===== src/rtl/board_temperature_aggregator_macros.svh =====
// Assertion macros for the board temperature aggregator.
`ifndef BOARD_TEMPERATURE_AGGREGATOR_MACROS_SVH
`define BOARD_TEMPERATURE_AGGREGATOR_MACROS_SVH

// Check cons in the same cycle as ante, on clk with rst_n low masking.
`define BTA_ASSERT_SAME(label, ante, cons, msg) \
    label: assert property (@(posedge clk) disable iff (!rst_n) (ante) |-> (cons)) \
        else $error(msg);

// Check cons in the cycle after ante.
`define BTA_ASSERT_NEXT(label, ante, cons, msg) \
    label: assert property (@(posedge clk) disable iff (!rst_n) (ante) |=> (cons)) \
        else $error(msg);

`endif


===== src/rtl/bta_pkg.sv =====
// Shared constants and widths for the board temperature aggregator.
`default_nettype none

package bta_pkg;

    localparam int BOARD_COUNT = 8;
    localparam int IDX_W       = $clog2(BOARD_COUNT);
    localparam int CNT_W       = $clog2(BOARD_COUNT + 1);
    localparam int SUM_W       = 8 + $clog2(BOARD_COUNT);
    localparam int STEP_W      = $clog2(SUM_W);

    localparam logic signed [7:0] ERROR_FILL_TEMP = 8'sd127;
    localparam logic signed [7:0] EMPTY_MIN       = 8'sd127;
    localparam logic signed [7:0] EMPTY_MAX       = -8'sd128;

    localparam logic [3:0] FRAME_LEN_SUMMARY = 4'd4;
    localparam logic [3:0] SEEN_SAT          = 4'd15;

    localparam logic OP_FRAME = 1'b0;
    localparam logic OP_EVAL  = 1'b1;

    localparam int CFG_W     = 16;
    localparam int CFG_IDX_W = 3;

    localparam logic [CFG_IDX_W-1:0] CFG_BASE_FRAME_ID     = 3'd0;
    localparam logic [CFG_IDX_W-1:0] CFG_STALE_LIMIT_MS    = 3'd1;
    localparam logic [CFG_IDX_W-1:0] CFG_STARTUP_GRACE_MS  = 3'd2;
    localparam logic [CFG_IDX_W-1:0] CFG_THERMISTOR_COUNT  = 3'd3;
    localparam logic [CFG_IDX_W-1:0] CFG_HIGHEST_SENSOR_ID = 3'd4;
    localparam logic [CFG_IDX_W-1:0] CFG_LOWEST_SENSOR_ID  = 3'd5;
    localparam logic [CFG_IDX_W-1:0] CFG_CHECKSUM_OFFSET   = 3'd6;

    localparam logic [10:0] RST_BASE_FRAME_ID    = 11'd0;
    localparam logic [15:0] RST_STALE_LIMIT_MS   = 16'd1000;
    localparam logic [15:0] RST_STARTUP_GRACE_MS = 16'd10000;

endpackage

`default_nettype wire


===== src/rtl/bta_if.sv =====
// Valid/ready channel interfaces for command items and report items.
`default_nettype none

interface bta_cmd_if import bta_pkg::*; ();
    logic               valid;
    logic               ready;
    logic               opcode;
    logic [31:0]        now_ms;
    logic [10:0]        frame_id;
    logic [3:0]         frame_len;
    logic [7:0]         board_byte;
    logic signed [7:0]  frame_min;
    logic signed [7:0]  frame_max;
    logic signed [7:0]  frame_avg;

    modport source (
        output valid, opcode, now_ms, frame_id, frame_len, board_byte,
               frame_min, frame_max, frame_avg,
        input  ready
    );
    modport sink (
        input  valid, opcode, now_ms, frame_id, frame_len, board_byte,
               frame_min, frame_max, frame_avg,
        output ready
    );
endinterface

interface bta_rpt_if import bta_pkg::*; ();
    logic               valid;
    logic               ready;
    logic signed [7:0]  global_min;
    logic signed [7:0]  global_max;
    logic signed [7:0]  global_avg;
    logic               timeout_flag;
    logic [3:0]         seen_count;
    logic [7:0]         report_checksum;

    modport source (
        output valid, global_min, global_max, global_avg, timeout_flag,
               seen_count, report_checksum,
        input  ready
    );
    modport sink (
        input  valid, global_min, global_max, global_avg, timeout_flag,
               seen_count, report_checksum,
        output ready
    );
endinterface

`default_nettype wire


===== src/rtl/board_temperature_aggregator.sv =====
// Top level of the board temperature aggregator: board table, evaluate sequencer, report.
`default_nettype none

// A frame item is checked and stored in the cycle it is accepted, and the block
// is ready again at once. An evaluate item occupies the block: the sequencer
// reads one table entry per cycle through a single compare/accumulate unit,
// then a restoring divider produces one quotient bit per cycle for the mean,
// and a final state applies the timeout fill and the checksum. The report waits
// in an output register, so frames are taken while it is not yet collected; the
// next evaluate stalls in its final state until the previous report has been
// taken.
module board_temperature_aggregator
    import bta_pkg::*;
(
    input  wire logic                 clk,
    input  wire logic                 rst_n,
    input  wire logic                 cfg_we,
    input  wire logic [CFG_IDX_W-1:0] cfg_index,
    input  wire logic [CFG_W-1:0]     cfg_data,
    bta_cmd_if.sink                   cmd,
    bta_rpt_if.source                 rpt
);

`include "board_temperature_aggregator_macros.svh"

    typedef enum logic [2:0] {
        ST_IDLE,
        ST_WALK,
        ST_ABS,
        ST_DIV,
        ST_FIN
    } state_t;

    // configuration
    logic [10:0] base_frame_id_reg;
    logic [15:0] stale_limit_ms_reg;
    logic [15:0] startup_grace_ms_reg;
    logic [7:0]  thermistor_count_reg;
    logic [7:0]  highest_sensor_id_reg;
    logic [7:0]  lowest_sensor_id_reg;
    logic [7:0]  checksum_offset_reg;

    // board table
    logic signed [7:0] board_min_reg  [BOARD_COUNT];
    logic signed [7:0] board_max_reg  [BOARD_COUNT];
    logic signed [7:0] board_mean_reg [BOARD_COUNT];
    logic [31:0]       board_stamp_reg[BOARD_COUNT];
    logic [BOARD_COUNT-1:0] board_seen_reg;

    // sequencer
    state_t state_reg, state_next;
    logic [IDX_W-1:0]        idx_reg, idx_next;
    logic [31:0]             now_reg, now_next;
    logic signed [7:0]       gmin_reg, gmin_next;
    logic signed [7:0]       gmax_reg, gmax_next;
    logic signed [SUM_W-1:0] sum_reg, sum_next;
    logic [CNT_W-1:0]        cnt_reg, cnt_next;
    logic                    tmo_reg, tmo_next;
    logic                    neg_reg, neg_next;
    logic [SUM_W-1:0]        mag_reg, mag_next;
    logic [CNT_W-1:0]        rem_reg, rem_next;
    logic [STEP_W-1:0]       step_reg, step_next;

    // report register
    logic              rpt_valid_reg, rpt_valid_next;
    logic signed [7:0] rpt_min_reg, rpt_min_next;
    logic signed [7:0] rpt_max_reg, rpt_max_next;
    logic signed [7:0] rpt_avg_reg, rpt_avg_next;
    logic              rpt_tmo_reg, rpt_tmo_next;
    logic [3:0]        rpt_seen_reg, rpt_seen_next;
    logic [7:0]        rpt_csum_reg, rpt_csum_next;

    logic cmd_fire;
    logic rpt_free;

    // frame check
    logic [11:0] id_ext;
    logic [11:0] base_ext;
    logic [11:0] base_top;
    logic [10:0] slot_full;
    logic        frame_ok;
    logic [IDX_W-1:0] slot;

    // walk datapath
    logic              ent_seen;
    logic signed [7:0] ent_min;
    logic signed [7:0] ent_max;
    logic signed [7:0] ent_mean;
    logic [31:0]       ent_age;
    logic              ent_tmo;

    // divider datapath
    logic [CNT_W:0]    rem_shift;
    logic              rem_ge;
    logic [CNT_W:0]    rem_sub;

    // finish datapath
    logic [7:0]        quo_byte;
    logic signed [7:0] avg_raw;
    logic signed [7:0] fin_min;
    logic signed [7:0] fin_max;
    logic signed [7:0] fin_avg;
    logic [7:0]        cnt_wide;
    logic [3:0]        seen_sat;
    logic [7:0]        fin_csum;

    assign cmd_fire  = cmd.valid && cmd.ready;
    assign cmd.ready = (state_reg == ST_IDLE);
    assign rpt_free  = !rpt_valid_reg || rpt.ready;

    assign rpt.valid           = rpt_valid_reg;
    assign rpt.global_min      = rpt_min_reg;
    assign rpt.global_max      = rpt_max_reg;
    assign rpt.global_avg      = rpt_avg_reg;
    assign rpt.timeout_flag    = rpt_tmo_reg;
    assign rpt.seen_count      = rpt_seen_reg;
    assign rpt.report_checksum = rpt_csum_reg;

    // frame address, length and board-byte check
    assign id_ext    = {1'b0, cmd.frame_id};
    assign base_ext  = {1'b0, base_frame_id_reg};
    assign base_top  = base_ext + 12'(BOARD_COUNT);
    assign slot_full = cmd.frame_id - base_frame_id_reg;
    assign slot      = slot_full[IDX_W-1:0];
    assign frame_ok  = (id_ext >= base_ext) && (id_ext < base_top)
                     && (cmd.frame_len == FRAME_LEN_SUMMARY)
                     && (slot_full == {3'b000, cmd.board_byte});

    always_ff @(posedge clk or negedge rst_n)
    begin
        if (!rst_n)
        begin
            base_frame_id_reg     <= RST_BASE_FRAME_ID;
            stale_limit_ms_reg    <= RST_STALE_LIMIT_MS;
            startup_grace_ms_reg  <= RST_STARTUP_GRACE_MS;
            thermistor_count_reg  <= 8'd0;
            highest_sensor_id_reg <= 8'd0;
            lowest_sensor_id_reg  <= 8'd0;
            checksum_offset_reg   <= 8'd0;
        end
        else if (cfg_we)
        begin
            case (cfg_index)
                CFG_BASE_FRAME_ID:     base_frame_id_reg     <= cfg_data[10:0];
                CFG_STALE_LIMIT_MS:    stale_limit_ms_reg    <= cfg_data[15:0];
                CFG_STARTUP_GRACE_MS:  startup_grace_ms_reg  <= cfg_data[15:0];
                CFG_THERMISTOR_COUNT:  thermistor_count_reg  <= cfg_data[7:0];
                CFG_HIGHEST_SENSOR_ID: highest_sensor_id_reg <= cfg_data[7:0];
                CFG_LOWEST_SENSOR_ID:  lowest_sensor_id_reg  <= cfg_data[7:0];
                CFG_CHECKSUM_OFFSET:   checksum_offset_reg   <= cfg_data[7:0];
                default: ;
            endcase
        end
    end

    always_ff @(posedge clk or negedge rst_n)
    begin
        if (!rst_n)
        begin
            board_seen_reg <= '0;
        end
        else if (cmd_fire && cmd.opcode == OP_FRAME && frame_ok)
        begin
            board_seen_reg[slot] <= 1'b1;
        end
    end

    always_ff @(posedge clk)
    begin
        if (cmd_fire && cmd.opcode == OP_FRAME && frame_ok)
        begin
            board_min_reg[slot]   <= cmd.frame_min;
            board_max_reg[slot]   <= cmd.frame_max;
            board_mean_reg[slot]  <= cmd.frame_avg;
            board_stamp_reg[slot] <= cmd.now_ms;
        end
    end

    // one table entry per walk step
    assign ent_seen = board_seen_reg[idx_reg];
    assign ent_min  = board_min_reg[idx_reg];
    assign ent_max  = board_max_reg[idx_reg];
    assign ent_mean = board_mean_reg[idx_reg];
    assign ent_age  = now_reg - board_stamp_reg[idx_reg];
    assign ent_tmo  = (idx_reg != '0)
                    && (ent_seen ? (ent_age > {16'd0, stale_limit_ms_reg})
                                 : (now_reg > {16'd0, startup_grace_ms_reg}));

    // restoring divide step
    assign rem_shift = {rem_reg, mag_reg[SUM_W-1]};
    assign rem_ge    = rem_shift >= {1'b0, cnt_reg};
    assign rem_sub   = rem_shift - {1'b0, cnt_reg};

    // finish: sign, fill, checksum
    assign quo_byte = mag_reg[7:0];
    assign avg_raw  = (cnt_reg == '0) ? 8'sd0
                    : (neg_reg ? -$signed(quo_byte) : $signed(quo_byte));
    assign fin_min  = tmo_reg ? ERROR_FILL_TEMP : gmin_reg;
    assign fin_max  = tmo_reg ? ERROR_FILL_TEMP : gmax_reg;
    assign fin_avg  = tmo_reg ? ERROR_FILL_TEMP : avg_raw;
    assign cnt_wide = 8'(cnt_reg);
    assign seen_sat = (cnt_wide > 8'(SEEN_SAT)) ? SEEN_SAT : cnt_wide[3:0];
    assign fin_csum = $unsigned(fin_min) + $unsigned(fin_max) + $unsigned(fin_avg)
                    + thermistor_count_reg + highest_sensor_id_reg
                    + lowest_sensor_id_reg + checksum_offset_reg;

    always_comb
    begin
        state_next     = state_reg;
        idx_next       = idx_reg;
        now_next       = now_reg;
        gmin_next      = gmin_reg;
        gmax_next      = gmax_reg;
        sum_next       = sum_reg;
        cnt_next       = cnt_reg;
        tmo_next       = tmo_reg;
        neg_next       = neg_reg;
        mag_next       = mag_reg;
        rem_next       = rem_reg;
        step_next      = step_reg;
        rpt_valid_next = rpt_valid_reg && !rpt.ready;
        rpt_min_next   = rpt_min_reg;
        rpt_max_next   = rpt_max_reg;
        rpt_avg_next   = rpt_avg_reg;
        rpt_tmo_next   = rpt_tmo_reg;
        rpt_seen_next  = rpt_seen_reg;
        rpt_csum_next  = rpt_csum_reg;

        case (state_reg)
            ST_IDLE:
            begin
                if (cmd_fire && cmd.opcode == OP_EVAL)
                begin
                    state_next = ST_WALK;
                    idx_next   = '0;
                    now_next   = cmd.now_ms;
                    gmin_next  = EMPTY_MIN;
                    gmax_next  = EMPTY_MAX;
                    sum_next   = '0;
                    cnt_next   = '0;
                    tmo_next   = 1'b0;
                end
            end
            ST_WALK:
            begin
                if (ent_tmo)
                begin
                    tmo_next = 1'b1;
                end
                if (ent_seen)
                begin
                    if (ent_min < gmin_reg)
                    begin
                        gmin_next = ent_min;
                    end
                    if (ent_max > gmax_reg)
                    begin
                        gmax_next = ent_max;
                    end
                    sum_next = sum_reg + SUM_W'(ent_mean);
                    cnt_next = cnt_reg + 1'b1;
                end
                idx_next = idx_reg + 1'b1;
                if (idx_reg == IDX_W'(BOARD_COUNT - 1))
                begin
                    state_next = ST_ABS;
                end
            end
            ST_ABS:
            begin
                neg_next   = sum_reg[SUM_W-1];
                mag_next   = sum_reg[SUM_W-1] ? $unsigned(-sum_reg) : $unsigned(sum_reg);
                rem_next   = '0;
                step_next  = STEP_W'(SUM_W - 1);
                state_next = ST_DIV;
            end
            ST_DIV:
            begin
                rem_next  = rem_ge ? rem_sub[CNT_W-1:0] : rem_shift[CNT_W-1:0];
                mag_next  = {mag_reg[SUM_W-2:0], rem_ge};
                step_next = step_reg - 1'b1;
                if (step_reg == '0)
                begin
                    state_next = ST_FIN;
                end
            end
            ST_FIN:
            begin
                if (rpt_free)
                begin
                    rpt_valid_next = 1'b1;
                    rpt_min_next   = fin_min;
                    rpt_max_next   = fin_max;
                    rpt_avg_next   = fin_avg;
                    rpt_tmo_next   = tmo_reg;
                    rpt_seen_next  = seen_sat;
                    rpt_csum_next  = fin_csum;
                    state_next     = ST_IDLE;
                end
            end
            default:
            begin
                state_next = ST_IDLE;
            end
        endcase
    end

    always_ff @(posedge clk or negedge rst_n)
    begin
        if (!rst_n)
        begin
            state_reg     <= ST_IDLE;
            idx_reg       <= '0;
            step_reg      <= '0;
            rpt_valid_reg <= 1'b0;
        end
        else
        begin
            state_reg     <= state_next;
            idx_reg       <= idx_next;
            step_reg      <= step_next;
            rpt_valid_reg <= rpt_valid_next;
        end
    end

    always_ff @(posedge clk)
    begin
        now_reg      <= now_next;
        gmin_reg     <= gmin_next;
        gmax_reg     <= gmax_next;
        sum_reg      <= sum_next;
        cnt_reg      <= cnt_next;
        tmo_reg      <= tmo_next;
        neg_reg      <= neg_next;
        mag_reg      <= mag_next;
        rem_reg      <= rem_next;
        rpt_min_reg  <= rpt_min_next;
        rpt_max_reg  <= rpt_max_next;
        rpt_avg_reg  <= rpt_avg_next;
        rpt_tmo_reg  <= rpt_tmo_next;
        rpt_seen_reg <= rpt_seen_next;
        rpt_csum_reg <= rpt_csum_next;
    end

    `BTA_ASSERT_SAME(a_fill_on_timeout, rpt.valid && rpt.timeout_flag, rpt.global_min == ERROR_FILL_TEMP && rpt.global_max == ERROR_FILL_TEMP && rpt.global_avg == ERROR_FILL_TEMP, "timeout report without fill values")
    `BTA_ASSERT_SAME(a_empty_report, rpt.valid && !rpt.timeout_flag && rpt.seen_count == 4'd0, rpt.global_min == EMPTY_MIN && rpt.global_max == EMPTY_MAX && rpt.global_avg == 8'sd0, "empty report has wrong temperatures")
    `BTA_ASSERT_NEXT(a_eval_busy, cmd.valid && cmd.ready && cmd.opcode == OP_EVAL, !cmd.ready && state_reg == ST_WALK, "evaluate item did not start the table walk")
    `BTA_ASSERT_NEXT(a_walk_to_div, state_reg == ST_ABS, state_reg == ST_DIV && step_reg == STEP_W'(SUM_W - 1), "divider not started after walk")

endmodule

`default_nettype wire


===== src/flat_wrapper.sv =====
// flat-port wrapper written by rule: the top's interface ports become plain ports
module board_temperature_aggregator_flat import bta_pkg::*;
  (clk, rst_n, cfg_we, cfg_index, cfg_data, cmd_valid, cmd_opcode, cmd_now_ms, cmd_frame_id, cmd_frame_len, cmd_board_byte, cmd_frame_min, cmd_frame_max, cmd_frame_avg, cmd_ready, rpt_valid, rpt_global_min, rpt_global_max, rpt_global_avg, rpt_timeout_flag, rpt_seen_count, rpt_report_checksum, rpt_ready);
  bta_cmd_if cmd_i ();
  bta_rpt_if rpt_i ();
  input  wire logic clk;
  input  wire logic rst_n;
  input  wire logic cfg_we;
  input  wire logic [CFG_IDX_W-1:0] cfg_index;
  input  wire logic [CFG_W-1:0] cfg_data;
  input wire logic [$bits(cmd_i.valid)-1:0] cmd_valid;
  input wire logic [$bits(cmd_i.opcode)-1:0] cmd_opcode;
  input wire logic [$bits(cmd_i.now_ms)-1:0] cmd_now_ms;
  input wire logic [$bits(cmd_i.frame_id)-1:0] cmd_frame_id;
  input wire logic [$bits(cmd_i.frame_len)-1:0] cmd_frame_len;
  input wire logic [$bits(cmd_i.board_byte)-1:0] cmd_board_byte;
  input wire logic [$bits(cmd_i.frame_min)-1:0] cmd_frame_min;
  input wire logic [$bits(cmd_i.frame_max)-1:0] cmd_frame_max;
  input wire logic [$bits(cmd_i.frame_avg)-1:0] cmd_frame_avg;
  output wire logic [$bits(cmd_i.ready)-1:0] cmd_ready;
  output wire logic [$bits(rpt_i.valid)-1:0] rpt_valid;
  output wire logic [$bits(rpt_i.global_min)-1:0] rpt_global_min;
  output wire logic [$bits(rpt_i.global_max)-1:0] rpt_global_max;
  output wire logic [$bits(rpt_i.global_avg)-1:0] rpt_global_avg;
  output wire logic [$bits(rpt_i.timeout_flag)-1:0] rpt_timeout_flag;
  output wire logic [$bits(rpt_i.seen_count)-1:0] rpt_seen_count;
  output wire logic [$bits(rpt_i.report_checksum)-1:0] rpt_report_checksum;
  input wire logic [$bits(rpt_i.ready)-1:0] rpt_ready;
  assign cmd_i.valid = cmd_valid;
  assign cmd_i.opcode = cmd_opcode;
  assign cmd_i.now_ms = cmd_now_ms;
  assign cmd_i.frame_id = cmd_frame_id;
  assign cmd_i.frame_len = cmd_frame_len;
  assign cmd_i.board_byte = cmd_board_byte;
  assign cmd_i.frame_min = cmd_frame_min;
  assign cmd_i.frame_max = cmd_frame_max;
  assign cmd_i.frame_avg = cmd_frame_avg;
  assign cmd_ready = cmd_i.ready;
  assign rpt_valid = rpt_i.valid;
  assign rpt_global_min = rpt_i.global_min;
  assign rpt_global_max = rpt_i.global_max;
  assign rpt_global_avg = rpt_i.global_avg;
  assign rpt_timeout_flag = rpt_i.timeout_flag;
  assign rpt_seen_count = rpt_i.seen_count;
  assign rpt_report_checksum = rpt_i.report_checksum;
  assign rpt_i.ready = rpt_ready;
  board_temperature_aggregator u_core (.clk(clk), .rst_n(rst_n), .cfg_we(cfg_we), .cfg_index(cfg_index), .cfg_data(cfg_data), .cmd(cmd_i), .rpt(rpt_i));
endmodule

===== config.mk =====
export PLATFORM = sky130hd
export DESIGN_NAME = board_temperature_aggregator_flat
export DESIGN_NICKNAME = d
export VERILOG_FILES = /design/src/rtl/bta_pkg.sv /design/src/rtl/bta_if.sv /design/src/rtl/board_temperature_aggregator.sv /design/src/flat_wrapper.sv
export VERILOG_INCLUDE_DIRS = /design/src /design/src/rtl
export SDC_FILE = /design/constraint.sdc
export NUM_CORES = 1
export LEC_CHECK = 0
export BUFFER_PORTS_ARGS = -buffer_cell sky130_fd_sc_hd__buf_2
export CAP_MARGIN = 0
export CORE_MARGIN = 2
export CORE_UTILIZATION = 54
export CTS_CLUSTER_DIAMETER = 40
export CTS_CLUSTER_SIZE = 16
export DETAILED_ROUTE_END_ITERATION = 12
export PLACE_DENSITY = 0.71
export SKIP_LAST_GASP = 1
export SLEW_MARGIN = 5
export SYNTH_ARGS = -nofsm -noshare
export SYNTH_HDL_FRONTEND = slang
export SYNTH_SLANG_ARGS = --single-unit

===== constraint.sdc =====
create_clock -name clk -period 8.6 [get_ports clk]
set_clock_uncertainty 0.05 [all_clocks]
set_input_delay 1.72 -clock clk [delete_from_list [all_inputs] [get_ports clk]]
set_output_delay 1.72 -clock clk [all_outputs]
set_load 0.01 [all_outputs]

==> flow_metrics.py <==
metrics = {
    "sta": {
        "finalCriticalPeriod_ns": 6.33,
        "min_period_over_period": 0.736,
        "fin_tns_setup_ns": 0,
        "finalSetupViolCount": 0,
        "fin_ws_ns": 2.27,
        "slew_violations": 0,
        "worst_slew_pin_slew_ns": 1.26,
        "hold_violations": 0,
        "rsz0062_at_grt": "false",
        "slew_headroom": 0.156,
        "fmaxAchievable_ghz": 0.158,
    },
    "cts": {
        "post_cts_buffers": 0,
        "htreeDepth": 3,
        "clock_path_buffers": 3,
        "cts_resized": 0,
        "clk_pin_slew_ns": 0.06,
        "hold_buffers": 0,
        "worstSkewPairLatency_ns": 0.63,
        "cts_buffers": 96,
        "cts_sinks": 659,
        "cts-root-buf": "clkbuf_16",
        "cts_tree": "done",
    },
    "routing": {
        "routed_wl_um": 66800,
        "antenna_left": 0,
        "drc": 0,
        "drtPass1Iterations": 5,
        "post_drt_via_cell_ratio": 5.71,
        "drt_iter0_drc": 1320,
        "wl_per_cell_um": 22.2,
        "vias": 17214,
    },
    "logic_synthesis": {
        "synth-main-ff-cell": "edfxtp_1",
        "yosysWarningCount": 0,
        "syn_nets": 2249,
        "syn_area_um2": 30300,
        "synth_cell_types": 62,
        "yosysTopAreaCellShare": 0.560,
        "synthTopCellsByArea": "edfxtp_1, mux4_2, dfrtp_1, ha_1, fa_1",
        "ys_seq_area_frac": 0.638,
        "yosysTopAreaCell": "edfxtp_1",
        "synth_async_sr_flop_share": 0.143,
        "syn_inst": 1977,
        "synth_area_per_cell_um2": 15.3,
        "synth_seq_cells": 659,
        "synth-edff-count": 565,
    },
    "setup_path": {
        "path_max_fanout": 34,
        "crit_buf_inv": 1,
        "cpPeakStageDelay_ns": 0.82,
        "crit_chain": "buf_4 -> mux4_2 -> mux2i_1 -> ha_1 -> a21o_1 -> nand2b_1 -> o21ai_0 -> a21boi_0 -> o21ai_0 -> nand2b_1 -> a21o_1 -> a21oi_1 -> xnor2_1 -> ha_1 -> nand4_1 -> or4_1 -> a211oi_1 -> nand4bb_1 -> nor4_1 -> a41oi_1",
        "crit_path_top_delay_cell": "dfrtp_4",
        "worstPathRequired_ns": 8.91,
        "end_kind": "flip-flop",
        "worstPathArrival_ns": 6.64,
        "crit_type": "flip-flop to flip-flop",
        "crit_family": "compound AO/OA/AOI/OAI gates",
        "cp-start-kind": "flip-flop",
    },
    "global_routing": {
        "grt_pass1_wl_um": 103000,
        "use_met1": 0.312,
        "grt_max_degree": 68,
        "grt-ovfl-total": 0,
        "grt.busiest_layer": "met2",
        "met2_usage": 0.402,
        "grt_pass1_vias": 17814,
        "use_met3": 0.0429,
        "antenna_found_initial": 5,
        "grt_use_total": 0.238,
    },
    "cells_and_area": {
        "nets": 2453,
        "fin_area_um2": 35400,
        "area.growth.synth_to_final_pct": 16.7,
        "fill_cells": 3992,
        "largest_reg_flops": 256,
        "final_layout_size_suffix_gt1_frac": 0.246,
    },
    "die": {
        "core_area_um2": 55300,
        "die_y_um": 241,
        "start_util": 0.548,
        "io_pins": 143,
        "die_x_um": 241,
        "dieArea_um2": 58100,
        "num_rows": 86,
    },
    "placement": {
        "gp_congestion": 0.879,
        "place_area_um2": 32000,
        "hpwlAfterDp_um": 43900,
        "portBuffers": 142,
        "place_ws_ns": 1.97,
    },
    "power": {
        "leakage_uw": 0.0131,
        "total_power_uw": 13200,
        "vdd.ir_drop.worst_mv": 0.471,
        "power_density_nw_per_um2": 375,
    },
    "outcome": {
        "status": "completed",
    },
    "min_path": {
        "hp-class": "flip-flop to flip-flop",
    },
    "job": {
        "drv_cap": 0,
    },
}
## through the flow
step,hold WS (ns),instances,utilization
CTS,0.397,3009,0.639
finish,0.406,3013,0.640
detailed placement,0.384,2831,0.578
global placement,0.384,2831,0.578
floorplan,0.376,1977,-
global route,0.416,3012,0.639
## kinds of logic after synthesis
| kind of cell | synth area share |
|---|---|
| xor+xnor | 0.0220 |
| compound gates | 0.0568 |
| mux | 0.120 |
| buf+inv | 0.0274 |
| simple gates | 0.0584 |
| fa+ha+maj | 0.0782 |
| flops | 0.638 |
## area by class of cell
class	instances	area, um2	share of cell area
Clock buffer	105	2540	0.0718
Antenna cell	4	10.0	0.000283
Clock inverter	73	838	0.0237
Timing Repair Buffer	166	893	0.0253
Sequential cell	659	19300	0.547
Multi-Input combinational cell	1104	10200	0.289
Tap cell	748	936	0.0265
Inverter	154	578	0.0163
## worst paths after layout
check,start,endpoint,slack (ns),cells after the start
min in group asynchronous,rst_n,u_core.base_frame_id_reg[5],1.01,1
worst min register to register,u_core.cnt_reg[3],u_core.rpt.seen_count[3],0.41,0
worst min-delay path,u_core.cnt_reg[3],u_core.rpt.seen_count[3],0.41,0
worst max register to register,u_core.idx_reg[0],u_core.tmo_reg,2.27,20
max in group asynchronous,rst_n,u_core.idx_reg[1],6.17,2
worst max-delay path,u_core.idx_reg[0],u_core.tmo_reg,2.27,20
## layer usage
layer | vias up | wire length (um)
met3 | 116 | 3430
met1 | 8736 | 27800
met5 | - | 8
li1 | 7895 | -
met2 | 465 | 33600
met4 | 2 | 1980
## synth_stat cells, types with 6 or more instances
cell type and n:
ha_1 132, nand2_1 109, inv_1 154, o31ai_1 7, clkbuf_1 36, nor2b_1 13
nand3b_1 6, nand2b_1 28, a21oi_1 83, nand3_1 24, or3_1 8, mux2_2 60
o21bai_1 10, buf_2 18, nor3_1 21, xor2_1 26, o211ai_1 11, a211oi_1 9
or2_2 11, and3_1 8, edfxtp_1 565, o21ai_0 86, nand4_1 14, mux4_2 114
mux2i_1 38, a21o_1 22, and2_1 9, xnor2_1 50, nor2_1 91, dfrtp_1 83
nor4_1 10, o21ai_1 10, fa_1 36, o21a_1 8, dfstp_2 11, a31oi_1 6
## where the power goes
part,switching [uW],internal [uW]
combinational,2810,2360
clock,1520,2470
sequential,237,3850
total,4570,8680
## cell usage in the layout (no fill, tap or decap), types with 9 or more instances in the layout
| cell | n |
|---|---|
| inv_6 | 13 |
| a21o_1 | 22 |
| bufinv_16 | 9 |
| nand4_1 | 14 |
| buf_2 | 141 |
| and2_1 | 9 |
| inv_1 | 154 |
| a211oi_1 | 9 |
| o211ai_1 | 11 |
| nor2_1 | 83 |
| mux2_2 | 60 |
| fa_1 | 36 |
| buf_4 | 25 |
| a21oi_1 | 83 |
| dfstp_2 | 11 |
| clkbuf_16 | 100 |
| or2_2 | 11 |
| clkinv_4 | 9 |
| xnor2_1 | 50 |
| clkinv_8 | 9 |
| o21ai_1 | 10 |
| mux2i_1 | 38 |
| xor2_1 | 26 |
| dfrtp_1 | 80 |
| nor3_1 | 20 |
| clkinv_2 | 14 |
| nand3_1 | 24 |
| ha_1 | 132 |
| nor2b_1 | 13 |
| o21ai_0 | 86 |
| edfxtp_1 | 565 |
| nor4_1 | 10 |
| nand2b_1 | 28 |
| nand2_1 | 109 |
| o21bai_1 | 10 |
| mux4_2 | 114 |
Power figures use the tool's default switching activity.
